## config.mk

```make
export PLATFORM = sky130hd
export DESIGN_NAME = framed_packet_parser_core_flat
export DESIGN_NICKNAME = d
export VERILOG_FILES = /design/src/fpp_pkg.sv /design/src/fpp_if.sv /design/src/framed_packet_parser_core.sv /design/src/fpp_ram.sv /design/src/flat_wrapper.sv
export SDC_FILE = /design/constraint.sdc
export NUM_CORES = 1
export LEC_CHECK = 0
export ABC_AREA = 1
export ABC_CLOCK_PERIOD_IN_PS = 4000
export BUFFER_PORTS_ARGS = -buffer_cell sky130_fd_sc_hd__buf_2
export CAP_MARGIN = 20
export CORE_UTILIZATION = 40
export CTS_CLUSTER_SIZE = 28
export DETAILED_ROUTE_END_ITERATION = 10
export SLEW_MARGIN = 20
export SYNTH_ARGS = -nofsm -noshare
export SYNTH_HDL_FRONTEND = slang
export SYNTH_SLANG_ARGS = --single-unit
```

## constraint.sdc

```tcl
create_clock -name clk -period 4 [get_ports clk]
set_input_delay 0.4 -clock clk [delete_from_list [all_inputs] [get_ports clk]]
set_output_delay 0.4 -clock clk [all_outputs]
set_load 0.005 [all_outputs]
```

## src/fpp_pkg.sv

```systemverilog
package fpp_pkg;

  localparam int MAX_PAYLOAD = 32;
  localparam int ADDR_W      = $clog2(MAX_PAYLOAD);
  localparam int CNT_W       = $clog2(MAX_PAYLOAD + 1);
  localparam int BYTE_W      = 8;
  localparam int LEN_W       = 6;
  localparam int POS_W       = 5;
  localparam int STAT_W      = 3;
  localparam int CFG_IDX_W   = 2;

  typedef enum logic [STAT_W-1:0] {
    ST_OK       = 3'd0,
    ST_BAD_HEAD = 3'd1,
    ST_TOO_LONG = 3'd2,
    ST_BAD_SUM  = 3'd3,
    ST_BAD_TAIL = 3'd4
  } status_t;

  typedef enum logic [CFG_IDX_W-1:0] {
    CFG_HEADER = 2'd0,
    CFG_TAIL   = 2'd1,
    CFG_MAXLEN = 2'd2
  } cfg_idx_t;

  typedef enum logic [2:0] {
    PH_HEADER  = 3'd0,
    PH_COMMAND = 3'd1,
    PH_LENGTH  = 3'd2,
    PH_PAYLOAD = 3'd3,
    PH_CHECK   = 3'd4,
    PH_TAIL    = 3'd5,
    PH_EMIT_RD = 3'd6,
    PH_EMIT_WR = 3'd7
  } phase_t;

endpackage

```

## src/fpp_if.sv

```systemverilog
interface fpp_in_if;
  import fpp_pkg::*;

  logic              valid;
  logic              ready;
  logic [BYTE_W-1:0] rx_byte;

  modport source (output valid, output rx_byte, input ready);
  modport sink   (input valid, input rx_byte, output ready);
endinterface

interface fpp_out_if;
  import fpp_pkg::*;

  logic              valid;
  logic              ready;
  logic [STAT_W-1:0] status;
  logic [BYTE_W-1:0] command_code;
  logic [LEN_W-1:0]  frame_length;
  logic [BYTE_W-1:0] payload_byte;
  logic [POS_W-1:0]  byte_position;
  logic              last;

  modport source (output valid, output status, output command_code, output frame_length,
                  output payload_byte, output byte_position, output last, input ready);
  modport sink   (input valid, input status, input command_code, input frame_length,
                  input payload_byte, input byte_position, input last, output ready);
endinterface

```

## src/framed_packet_parser_core.sv

```systemverilog
// channel  dir  modport          payload
// rx       in   fpp_in_if.sink   rx_byte
// res      out  fpp_out_if.source status, command_code, frame_length,
//                                payload_byte, byte_position, last
// cfg      in   plain write      cfg_we, cfg_index, cfg_data
//
// one received byte is taken per cycle while the parser is collecting a frame
// a good tail after a nonempty payload starts a replay from the payload memory: each
//   payload beat is a memory read, then an output load; no byte is taken until it ends
// a single output register holds results; rx is held off while it is full and
//   not being taken, and during the replay
// rst is synchronous and clears control state; the payload memory is not cleared
module framed_packet_parser_core (
  input  logic                           clk,
  input  logic                           rst,
  input  logic                           cfg_we,
  input  logic [fpp_pkg::CFG_IDX_W-1:0]  cfg_index,
  input  logic [fpp_pkg::BYTE_W-1:0]     cfg_data,
  fpp_in_if.sink                         rx,
  fpp_out_if.source                      res
);
  import fpp_pkg::*;

  logic [BYTE_W-1:0] header_byte;
  logic [BYTE_W-1:0] tail_byte;
  logic [LEN_W-1:0]  max_length;

  phase_t            phase, phase_next;
  logic [BYTE_W-1:0] held_command;
  logic [LEN_W-1:0]  held_length;
  logic [CNT_W-1:0]  fill_index;
  logic [CNT_W-1:0]  emit_idx;
  logic [BYTE_W-1:0] running_xor;

  logic              out_valid;
  status_t           out_status;
  logic [BYTE_W-1:0] out_command;
  logic [LEN_W-1:0]  out_length;
  logic [BYTE_W-1:0] out_payload;
  logic [POS_W-1:0]  out_pos;
  logic              out_last;

  logic              rx_fire;
  logic              out_free;
  logic [BYTE_W-1:0] b;
  logic [LEN_W-1:0]  limit;
  logic              len_ok;
  logic              sum_ok;
  logic              fill_done;
  logic              emit_last;

  logic              rx_ready;
  logic              mem_we;
  logic              mem_re;
  logic [BYTE_W-1:0] mem_rdata;
  logic              out_load;
  status_t           ld_status;
  logic [BYTE_W-1:0] ld_command;
  logic [LEN_W-1:0]  ld_length;
  logic [BYTE_W-1:0] ld_payload;
  logic [POS_W-1:0]  ld_pos;
  logic              ld_last;

  assign b         = rx.rx_byte;
  assign rx_fire   = rx.valid && rx_ready;
  assign out_free  = !out_valid || res.ready;
  assign limit     = (max_length < LEN_W'(MAX_PAYLOAD)) ? max_length : LEN_W'(MAX_PAYLOAD);
  assign len_ok    = b <= BYTE_W'(limit);
  assign sum_ok    = running_xor == b;
  assign fill_done = (fill_index + 1'b1) >= CNT_W'(held_length);
  assign emit_last = (emit_idx + 1'b1) == CNT_W'(held_length);

  fpp_ram #(
    .WIDTH (BYTE_W),
    .DEPTH (MAX_PAYLOAD)
  ) u_store (
    .clk   (clk),
    .we    (mem_we),
    .waddr (fill_index[ADDR_W-1:0]),
    .wdata (b),
    .re    (mem_re),
    .raddr (emit_idx[ADDR_W-1:0]),
    .rdata (mem_rdata)
  );

  // next phase
  always_comb begin
    phase_next = phase;
    unique case (phase)
      PH_HEADER: begin
        if (rx_fire && b == header_byte) phase_next = PH_COMMAND;
      end
      PH_COMMAND: begin
        if (rx_fire) phase_next = PH_LENGTH;
      end
      PH_LENGTH: begin
        if (rx_fire) begin
          if (!len_ok) phase_next = PH_HEADER;
          else if (b == '0) phase_next = PH_CHECK;
          else phase_next = PH_PAYLOAD;
        end
      end
      PH_PAYLOAD: begin
        if (rx_fire && fill_done) phase_next = PH_CHECK;
      end
      PH_CHECK: begin
        if (rx_fire) phase_next = sum_ok ? PH_TAIL : PH_HEADER;
      end
      PH_TAIL: begin
        if (rx_fire) begin
          if (b == tail_byte && held_length != '0) phase_next = PH_EMIT_RD;
          else phase_next = PH_HEADER;
        end
      end
      PH_EMIT_RD: phase_next = PH_EMIT_WR;
      PH_EMIT_WR: begin
        if (out_free) phase_next = emit_last ? PH_HEADER : PH_EMIT_RD;
      end
      default: phase_next = PH_HEADER;
    endcase
  end

  // handshake, memory strobes and result load
  always_comb begin
    rx_ready   = 1'b0;
    mem_we     = 1'b0;
    mem_re     = 1'b0;
    out_load   = 1'b0;
    ld_status  = ST_OK;
    ld_command = '0;
    ld_length  = '0;
    ld_payload = '0;
    ld_pos     = '0;
    ld_last    = 1'b1;
    unique case (phase)
      PH_HEADER: begin
        rx_ready = out_free;
        if (rx_fire && b != header_byte) begin
          out_load  = 1'b1;
          ld_status = ST_BAD_HEAD;
        end
      end
      PH_COMMAND: rx_ready = out_free;
      PH_LENGTH: begin
        rx_ready = out_free;
        if (rx_fire && !len_ok) begin
          out_load  = 1'b1;
          ld_status = ST_TOO_LONG;
        end
      end
      PH_PAYLOAD: begin
        rx_ready = out_free;
        mem_we   = rx_fire;
      end
      PH_CHECK: begin
        rx_ready = out_free;
        if (rx_fire && !sum_ok) begin
          out_load  = 1'b1;
          ld_status = ST_BAD_SUM;
        end
      end
      PH_TAIL: begin
        rx_ready = out_free;
        if (rx_fire && b != tail_byte) begin
          out_load  = 1'b1;
          ld_status = ST_BAD_TAIL;
        end else if (rx_fire && held_length == '0) begin
          // empty frame: one result carrying only the command
          out_load   = 1'b1;
          ld_command = held_command;
        end
      end
      PH_EMIT_RD: mem_re = 1'b1;
      PH_EMIT_WR: begin
        if (out_free) begin
          out_load   = 1'b1;
          ld_command = held_command;
          ld_length  = held_length;
          ld_payload = mem_rdata;
          ld_pos     = POS_W'(emit_idx);
          ld_last    = emit_last;
        end
      end
      default: rx_ready = 1'b0;
    endcase
  end

  always_ff @(posedge clk) begin
    if (rst) begin
      header_byte  <= '0;
      tail_byte    <= '0;
      max_length   <= LEN_W'(MAX_PAYLOAD);
      phase        <= PH_HEADER;
      held_command <= '0;
      held_length  <= '0;
      fill_index   <= '0;
      emit_idx     <= '0;
      running_xor  <= '0;
      out_valid    <= 1'b0;
    end else begin
      if (cfg_we) begin
        unique case (cfg_index)
          CFG_HEADER: header_byte <= cfg_data;
          CFG_TAIL:   tail_byte   <= cfg_data;
          CFG_MAXLEN: max_length  <= cfg_data[LEN_W-1:0];
          default:    ;
        endcase
      end
      phase <= phase_next;
      if (rx_fire) begin
        case (phase)
          PH_COMMAND: begin
            held_command <= b;
            running_xor  <= b;
          end
          PH_LENGTH: begin
            running_xor <= running_xor ^ b;
            held_length <= b[LEN_W-1:0];
            fill_index  <= '0;
          end
          PH_PAYLOAD: begin
            running_xor <= running_xor ^ b;
            fill_index  <= fill_index + 1'b1;
          end
          PH_TAIL: emit_idx <= '0;
          default: ;
        endcase
      end
      if (phase == PH_EMIT_WR && out_free) begin
        emit_idx <= emit_idx + 1'b1;
      end
      if (out_load) begin
        out_valid <= 1'b1;
      end else if (res.ready) begin
        out_valid <= 1'b0;
      end
    end
  end

  always_ff @(posedge clk) begin
    if (out_load) begin
      out_status  <= ld_status;
      out_command <= ld_command;
      out_length  <= ld_length;
      out_payload <= ld_payload;
      out_pos     <= ld_pos;
      out_last    <= ld_last;
    end
  end

  assign rx.ready          = rx_ready;
  assign res.valid         = out_valid;
  assign res.status        = out_status;
  assign res.command_code  = out_command;
  assign res.frame_length  = out_length;
  assign res.payload_byte  = out_payload;
  assign res.byte_position = out_pos;
  assign res.last          = out_last;

`ifndef NO_ASSERTIONS
  a_no_rx_in_replay: assert property (@(posedge clk) disable iff (rst)
    rx.ready |-> !(phase == PH_EMIT_RD || phase == PH_EMIT_WR))
    else $error("rx ready during payload replay");

  a_fill_in_range: assert property (@(posedge clk) disable iff (rst)
    phase == PH_PAYLOAD |-> fill_index < CNT_W'(held_length))
    else $error("fill index past frame length");

  a_emit_in_range: assert property (@(posedge clk) disable iff (rst)
    (phase == PH_EMIT_RD || phase == PH_EMIT_WR) |-> emit_idx < CNT_W'(held_length))
    else $error("replay index past frame length");

  a_last_ends_replay: assert property (@(posedge clk) disable iff (rst)
    (phase == PH_EMIT_WR && out_load && ld_last) |=> phase == PH_HEADER)
    else $error("replay continued after last beat");

  a_error_shape: assert property (@(posedge clk) disable iff (rst)
    (out_valid && out_status != ST_OK) |-> (out_last && out_command == '0))
    else $error("error result not a single zeroed beat");
`endif

endmodule

```

## src/fpp_ram.sv

```systemverilog
module fpp_ram #(
  parameter int WIDTH = 8,
  parameter int DEPTH = 32
) (
  input  logic                     clk,
  input  logic                     we,
  input  logic [$clog2(DEPTH)-1:0] waddr,
  input  logic [WIDTH-1:0]         wdata,
  input  logic                     re,
  input  logic [$clog2(DEPTH)-1:0] raddr,
  output logic [WIDTH-1:0]         rdata
);

  logic [WIDTH-1:0] mem [DEPTH];

  always_ff @(posedge clk) begin
    if (we) begin
      mem[waddr] <= wdata;
    end
    if (re) begin
      rdata <= mem[raddr];
    end
  end

endmodule

```

## src/flat_wrapper.sv

```systemverilog
// flat-port wrapper written by rule: the top's interface ports become plain ports
module framed_packet_parser_core_flat import fpp_pkg::*;
  (clk, rst, cfg_we, cfg_index, cfg_data, rx_valid, rx_rx_byte, rx_ready, res_valid, res_status, res_command_code, res_frame_length, res_payload_byte, res_byte_position, res_last, res_ready);
  fpp_in_if rx_i ();
  fpp_out_if res_i ();
  input  logic clk;
  input  logic rst;
  input  logic cfg_we;
  input  logic [fpp_pkg::CFG_IDX_W-1:0] cfg_index;
  input  logic [fpp_pkg::BYTE_W-1:0] cfg_data;
  input wire logic [$bits(rx_i.valid)-1:0] rx_valid;
  input wire logic [$bits(rx_i.rx_byte)-1:0] rx_rx_byte;
  output wire logic [$bits(rx_i.ready)-1:0] rx_ready;
  output wire logic [$bits(res_i.valid)-1:0] res_valid;
  output wire logic [$bits(res_i.status)-1:0] res_status;
  output wire logic [$bits(res_i.command_code)-1:0] res_command_code;
  output wire logic [$bits(res_i.frame_length)-1:0] res_frame_length;
  output wire logic [$bits(res_i.payload_byte)-1:0] res_payload_byte;
  output wire logic [$bits(res_i.byte_position)-1:0] res_byte_position;
  output wire logic [$bits(res_i.last)-1:0] res_last;
  input wire logic [$bits(res_i.ready)-1:0] res_ready;
  assign rx_i.valid = rx_valid;
  assign rx_i.rx_byte = rx_rx_byte;
  assign rx_ready = rx_i.ready;
  assign res_valid = res_i.valid;
  assign res_status = res_i.status;
  assign res_command_code = res_i.command_code;
  assign res_frame_length = res_i.frame_length;
  assign res_payload_byte = res_i.payload_byte;
  assign res_byte_position = res_i.byte_position;
  assign res_last = res_i.last;
  assign res_i.ready = res_ready;
  framed_packet_parser_core u_core (.clk(clk), .rst(rst), .cfg_we(cfg_we), .cfg_index(cfg_index), .cfg_data(cfg_data), .rx(rx_i), .res(res_i));
endmodule
```

Yosys cells after proc, flatten, opt, wreduce, memory -nomap -nowiden
Memory sizes are Yosys's and may differ from the RTL's. A register that Yosys moved wholly into a read port is not among the register bits.
Index checks and enable logic that the tools add are counted.
W data, S select, Z words.
{"block": "word_totals", "memories": 1, "ramBits": 256, "rom_bits": 0, "elab_cells": 123, "output_inout_bits": 33, "input_bits": 23, "register_bits": 91, "latchBits": 0}
{"block": "classes", "div": 0, "reduce_logical": 36, "eq_ne": 22, "n_mul": 0, "shift": 0, "n_addsub": 2, "n_lt_le_gt_ge": 3, "bitwise_logic": 1, "mux": 42}
{"memory": "u_core.u_store.mem", "depth": 32, "width": 8, "read_ports": 1, "rd_clocked_by_memory_dff": 1, "wr": 1, "line": "fpp_ram.sv:14", "rtl": "logic [WIDTH-1:0] mem [DEPTH];"}
{"operator": "$mux W3", "count": 13}
{"operator": "$pmux W8 S2", "count": 2}
{"operator": "$eq A8 B8 Y1", "count": 3}
{"operator": "$mux W6", "count": 4}
{"operator": "$mux W8", "count": 3}
{"operator": "$pmux W3 S8", "count": 1}
{"operator": "$reduce_and A2 Y1", "count": 9}
{"operator": "$ne A8 B8 Y1", "count": 2}
{"operator": "$mux W1", "count": 14}
{"operator": "$ne A2 B1 Y1 const B", "count": 7}
{"operator": "$add A6 B1 Y6 const B", "count": 2}
{"operator": "$eq A3 B3 Y1 const B", "count": 4}
{"operator": "$pmux W3 S4", "count": 1}
{"operator": "$pmux W6 S2", "count": 1}
{"operator": "$logic_and A1 B1 Y1", "count": 10}
{"operator": "$reduce_bool A2 Y1", "count": 5}
{"operator": "$le A8 B6 Y1", "count": 1}
{"operator": "$logic_not A8 Y1", "count": 1}
{"operator": "$xor A8 B8 Y8", "count": 1}
{"operator": "$reduce_and A7 Y1", "count": 1}
{"operator": "$eq A3 B2 Y1 const B", "count": 2}
{"operator": "$eq A6 B6 Y1", "count": 1}
{"operator": "$ge A6 B6 Y1", "count": 1}
{"operator": "$logic_not A6 Y1", "count": 1}
{"operator": "13 further kinds", "count": 16}

Depth between registers and ports, before layout
{"block": "depth", "depth_word": 9, "depth_mapped": 17, "ltp_nobuf": 17}

Hierarchy
A second synthesis with hierarchy kept.
{"block": "hier_totals", "hier_cells": 1521, "area_unflattened_um2": 15443.6}
{"mod": "fpp_ram", "area_each_um2": 10866.7, "n_inst": 1, "cells_per_inst": 922, "seq_area_each_um2": 7927.6}
{"mod": "framed_packet_parser_core", "area_each_um2": 4576.9, "n_inst": 1, "cells_per_inst": 599, "seq_area_each_um2": 2132.0}

Least setup slack after synthesis
Ideal clock, no wire load.
{"block": "synth_timing", "path_kind": "register to register", "start": "reg u_core.max_length[5]", "end": "reg u_core.out_pos[0], in the netlist u_core.res.byte_position[0], enable pin", "setup_slack_ns": 1.591, "period_less_slack_ns": 2.409, "t_arrival_ns": 2.023, "path_stages_with_launch": 14, "n_path_buf": 0, "setup_ns": 0.386, "cell_sequence": "dfxtp_1 -> inv_1 -> nand2_1 -> ha_1 -> nand2_1 -> inv_1 -> nand2_1 -> nand2_1 -> nand2_1 -> nand2_1 -> nand2_1 -> o31ai_1 -> nor2_1 -> inv_1"}
{"block": "synth_between", "elab_chain_len": 7}
{"item": "from (decl)", "line": "framed_packet_parser_core.sv:26", "rtl": "logic [LEN_W-1:0] max_length;"}
{"item": "from (signal assigned)", "line": "framed_packet_parser_core.sv:192", "rtl": "max_length <= LEN_W'(MAX_PAYLOAD);"}
{"item": "from (signal assigned)", "line": "framed_packet_parser_core.sv:205", "rtl": "CFG_MAXLEN: max_length <= cfg_data[LEN_W-1:0];"}
{"item": "$lt A6 B6 Y1", "line": "framed_packet_parser_core.sv:67", "rtl": "assign limit = (max_length < LEN_W'(MAX_PAYLOAD)) ? max_length : LEN_W'(MAX_PAYLOAD);"}
{"item": "$mux W6 (*)", "line": "framed_packet_parser_core.sv:67"}
{"item": "$le A8 B6 Y1 (*)", "line": "framed_packet_parser_core.sv:68", "rtl": "assign len_ok = b <= BYTE_W'(limit);"}
{"item": "$logic_not A1 Y1 (*)"}
{"item": "$logic_and A1 B1 Y1 (*)", "line": "framed_packet_parser_core.sv:146", "rtl": "if (rx_fire && !len_ok) begin"}
{"item": "$mux W1 (*)", "line": "framed_packet_parser_core.sv:146"}
{"item": "$pmux W1 S5 (*)", "line": "framed_packet_parser_core.sv:135", "rtl": "unique case (phase)"}
{"item": "named net u_core.out_load", "line": "framed_packet_parser_core.sv:56", "rtl": "logic out_load;"}
{"item": "to (signal assigned)", "line": "framed_packet_parser_core.sv:246", "rtl": "out_pos <= ld_pos;"}
{"item": "to (decl)", "line": "framed_packet_parser_core.sv:40", "rtl": "logic [POS_W-1:0] out_pos;"}
Mark *: on every way through the listed nets, which the timed path passes. The rest lies on a longest branch.
A chain may end at the register's enable or synchronous reset.

Worst setup path after layout
{"block": "layout_timing", "start": "reg u_core.phase[1]", "end": "mem u_core.u_store.mem[7][4], enable pin"}
{"block": "layout_between", "elab_chain_len": 7, "word_cells_on_any_way": 12, "cone_classes": "eq/ne: 5; mux: 4; reduce/logical: 3"}
{"item": "from (decl)", "line": "framed_packet_parser_core.sv:28", "rtl": "phase_t phase, phase_next;"}
{"item": "from (signal assigned)", "line": "framed_packet_parser_core.sv:209", "rtl": "phase <= phase_next;"}
{"item": "$eq A3 B3 Y1 (tied with other cells)", "line": "framed_packet_parser_core.sv:135"}
{"item": "$reduce_or A6 Y1 (no line)"}
{"item": "$mux W1", "line": "framed_packet_parser_core.sv:135"}
{"item": "$logic_and A1 B1 Y1", "line": "framed_packet_parser_core.sv:65", "rtl": "assign rx_fire = rx.valid && rx_ready;"}
{"item": "$mux W1 (*)", "line": "framed_packet_parser_core.sv:135"}
{"item": "$mux W1 (*)", "line": "fpp_ram.sv:17", "rtl": "if (we) begin"}
{"item": "$mux W1 (implied by the code) (*)", "line": "fpp_ram.sv:18", "rtl": "mem[waddr] <= wdata;"}
{"item": "to (decl)", "line": "fpp_ram.sv:14"}
Mark *: on every way between the ends. The rest lies on a longest branch, timed or not.

==> run metrics <==
status=finished, final reports clean; DP HPWL=24550 um; reg-to-reg endpoint=u_core.u_store.mem[7][4]; first-pass GRT wire length=59960 um; CTS Hold Bufs=0; crit-path leading delay family=simple AND/OR/NAND/NOR gates; root buf cell=clkbuf_16; crit path max-delay cell type=nor2_1; GRT met1 Usage=0.2810; Hold Path Class=input port to register; nets@finish=1438; CP Class=register to register; cells after synthesis=1360; # fillers=3343; post-CTS resize count=0; Placed Cells=1826; chip width=195.4 um; final cell count without fillers=1896; final worst setup slack=1.124 ns; # Post-CTS Setup Buffers=0; max_cap viols=0; global route overflow=0; clk sinks=355; Worst-Margin Slew=0.8663 ns; number of synthesized register bits=355; Core ar.=36700 um^2; share of layout cells above drive strength 1=0.1064; Mapped Area=14960 um^2; post-route setup TNS=0 ns; worst skew pair latency=0.53 ns; Cell Rows=70; DRC marker count from the first detailed-route iteration=881; count of final setup violators=0; vias per cell=5.465; Layout Skew=0.01771 ns; IO buf count=55; Hold Path Origin=cfg_data[7]; reg-to-reg critical path startpoint=u_core.phase[1]; Reg clk slew, reported paths=0.06 ns; Peak VDD IR=0.2814 mV; via count=10360; largest net degree at the start of global routing=132; Die H=195.4 um; Worst Hold Path EP=u_core.header_byte[7]; CTS Buf Count=38; most frequent cells in the layout=295 x edfxtp_1, 272 x nor2_1, 186 x o21ai_0; global placement routability congestion=0.8704; Post-Place Worst Slack=1.081 ns; initial antenna violation count=0; met3 GRT Util=0.03074; CTS H-Tree Depth=2; initial cell density of the core=0.4076; GRT met2 Usage=0.3376; yosys warns=0; r2r setup slk=1.12 ns; Worst setup SP type=register; final hold vios=0; DRT Pass-1 Iters=5; commonest non-fill, non-tap cell in the layout=edfxtp_1; vias in the first global route=10330; Slew Viols, Final=0; relative slew slack=0.4203; Final Cycle Share=0.7191; Total Routed Length=38860 um; Worst Path Arrival=3.03 ns; LEAKAGE=5.950 nW; DR WL/cell=20.50 um; Max Freq=347.6 MHz; CP required=4.16 ns; Seq/Total Area, Yosys=0.6725; pwr dens=490.1 nW/um^2; RSZ-0062 raised after global routing=false; Antenna Nets Post-Route=0; GRT Max-Usage Layer=met2; final core utilization=0.4615; Main synth FF type=edfxtp_1; Max Buffers Root-to-Sink=3; reg2reg path depth=7; syn avg cell area=11.00 um^2; total die area=38180 um^2; CTS tree=built; CP Cell Sequence=nand2_2 > inv_2 > nor2_2 > nand2_2 > nor2_2 > nand2_1 > nor2_1; Residual DRC=0; ys async rst share=0; critical path endpoint category=register; CP bufs+invs=1; diodes inserted=0; gr usage total=0.2068; fin crit period=2.877 ns; Hold Path Stages=3; Total Power Consumption=8.301 mW; area growth from synthesis to layout=13.21%; Net Count, Synth=1400; Crit Path Max Fanout=11; crit-path max cell delay=0.76 ns; IO Count=56; synth unique cells=42; EDFF count, synth=295
-- worst register-to-register path: stages (launching register included) --
cell and delay (ns):
dfxtp_1 0.35, nand2_2 0.11, inv_2 0.04, nor2_2 0.12, nand2_2 0.24, nor2_2 0.40, nand2_1 0.49, nor2_1 0.77
-- stage by stage --
step | hold WS (ns) | cell area, um^2
4_1_cts | 0.1133 | 16940
2_1_floorplan | 0.4303 | 14960
3_5_place_dp | 0.4601 | 15640
5_1_grt | 0.1416 | 16940
6_report | 0.1251 | 16940
3_3_place_gp | 0.4533 | 15640
-- cells by family (layout without fill, tap and decap cells) --
logic type      after synthesis  after routing  share of synthesized area
buf+inv                     169            237                    0.04642
xor+xnor                     16             16                   0.009367
flops                       355            355                     0.6725
fa+ha+maj                    17             17                    0.01422
simple gates                480            480                     0.1318
compound gates              323            323                     0.1257
-- per-layer routing --
| layer | share of wire | wire length (um) | vias to the layer above |
|---|---|---|---|
| li1 | - | - | 4902 |
| met1 | 0.44 | 17020 | 5033 |
| met2 | 0.47 | 18330 | 341 |
| met3 | 0.058 | 2252 | 85 |
| met4 | 0.032 | 1260 | 0 |
| met5 | 0 | 0 | - |
-- worst max-delay path by stage --
stage	cells past startpoint	slack, ns	endpoint	from
2_1_floorplan	13	1.59	u_core.res.byte_position[0]	u_core.max_length[5]
3_3_place_gp	7	1.19	u_core.u_store.mem[5][3]	res_ready
3_5_place_dp	7	1.08	u_core.u_store.mem[7][7]	res_ready
4_1_cts	7	1.14	u_core.u_store.mem[7][3]	u_core.phase[1]
5_1_grt	7	0.95	u_core.u_store.mem[7][3]	u_core.phase[1]
6_report	7	1.12	u_core.u_store.mem[7][4]	u_core.phase[1]
-- cells in the mapped netlist (2+ instances only) --
cell type  count  area share
nand3_1       52       0.017
buf_2         23      0.0077
o21ai_1        2     0.00067
edfxtp_1     295        0.59
o221ai_1      54       0.032
or2_2          3      0.0013
nand2_2        3      0.0013
clkbuf_1      42       0.011
nor2_2         4      0.0017
nor2_4         2      0.0015
nor3_1         4      0.0013
buf_4          4      0.0020
dfxtp_1       60       0.080
inv_2          3     0.00075
nand2_1      125       0.031
xor2_1         4      0.0023
o22ai_1       10      0.0042
ha_1          17       0.014
o21ai_0      186       0.062
buf_6          2      0.0015
inv_1         93       0.023
a211oi_1       6      0.0030
a21oi_1       51       0.017
nand4_1        9      0.0038
xnor2_1       12      0.0070
a31oi_1        7      0.0029
nor2_1       272       0.068
-- final cells by class --
cell class	instances	area, um^2	area share
Sequential cell	355	10060	0.5943
Multi-Input combinational cell	836	4205	0.2483
Clock inverter	22	259.0	0.01529
Timing Repair Buffer	71	420.4	0.02482
Clock buffer	48	1040	0.06139
Tap cell	468	585.6	0.03457
Inverter	96	361.6	0.02135
-- power by group --
group | leakage, nW | internal, mW | switching, mW
sequential | 3.17 | 4.13 | 0.0578
clock | 0.633 | 2.18 | 1.44
combinational | 2.15 | 0.154 | 0.335
-- state kept, by name (all words and copies together), names as in the netlist, 8 cells and up --
register / flops
u_core.tail_byte: 8
u_core.held_command: 8
u_core.res.command_code: 8
u_core.u_store.rdata: 8
u_core.u_store.mem: 256
u_core.running_xor: 8
u_core.res.payload_byte: 8
u_core.header_byte: 8
(Power assumes the default switching activity.)
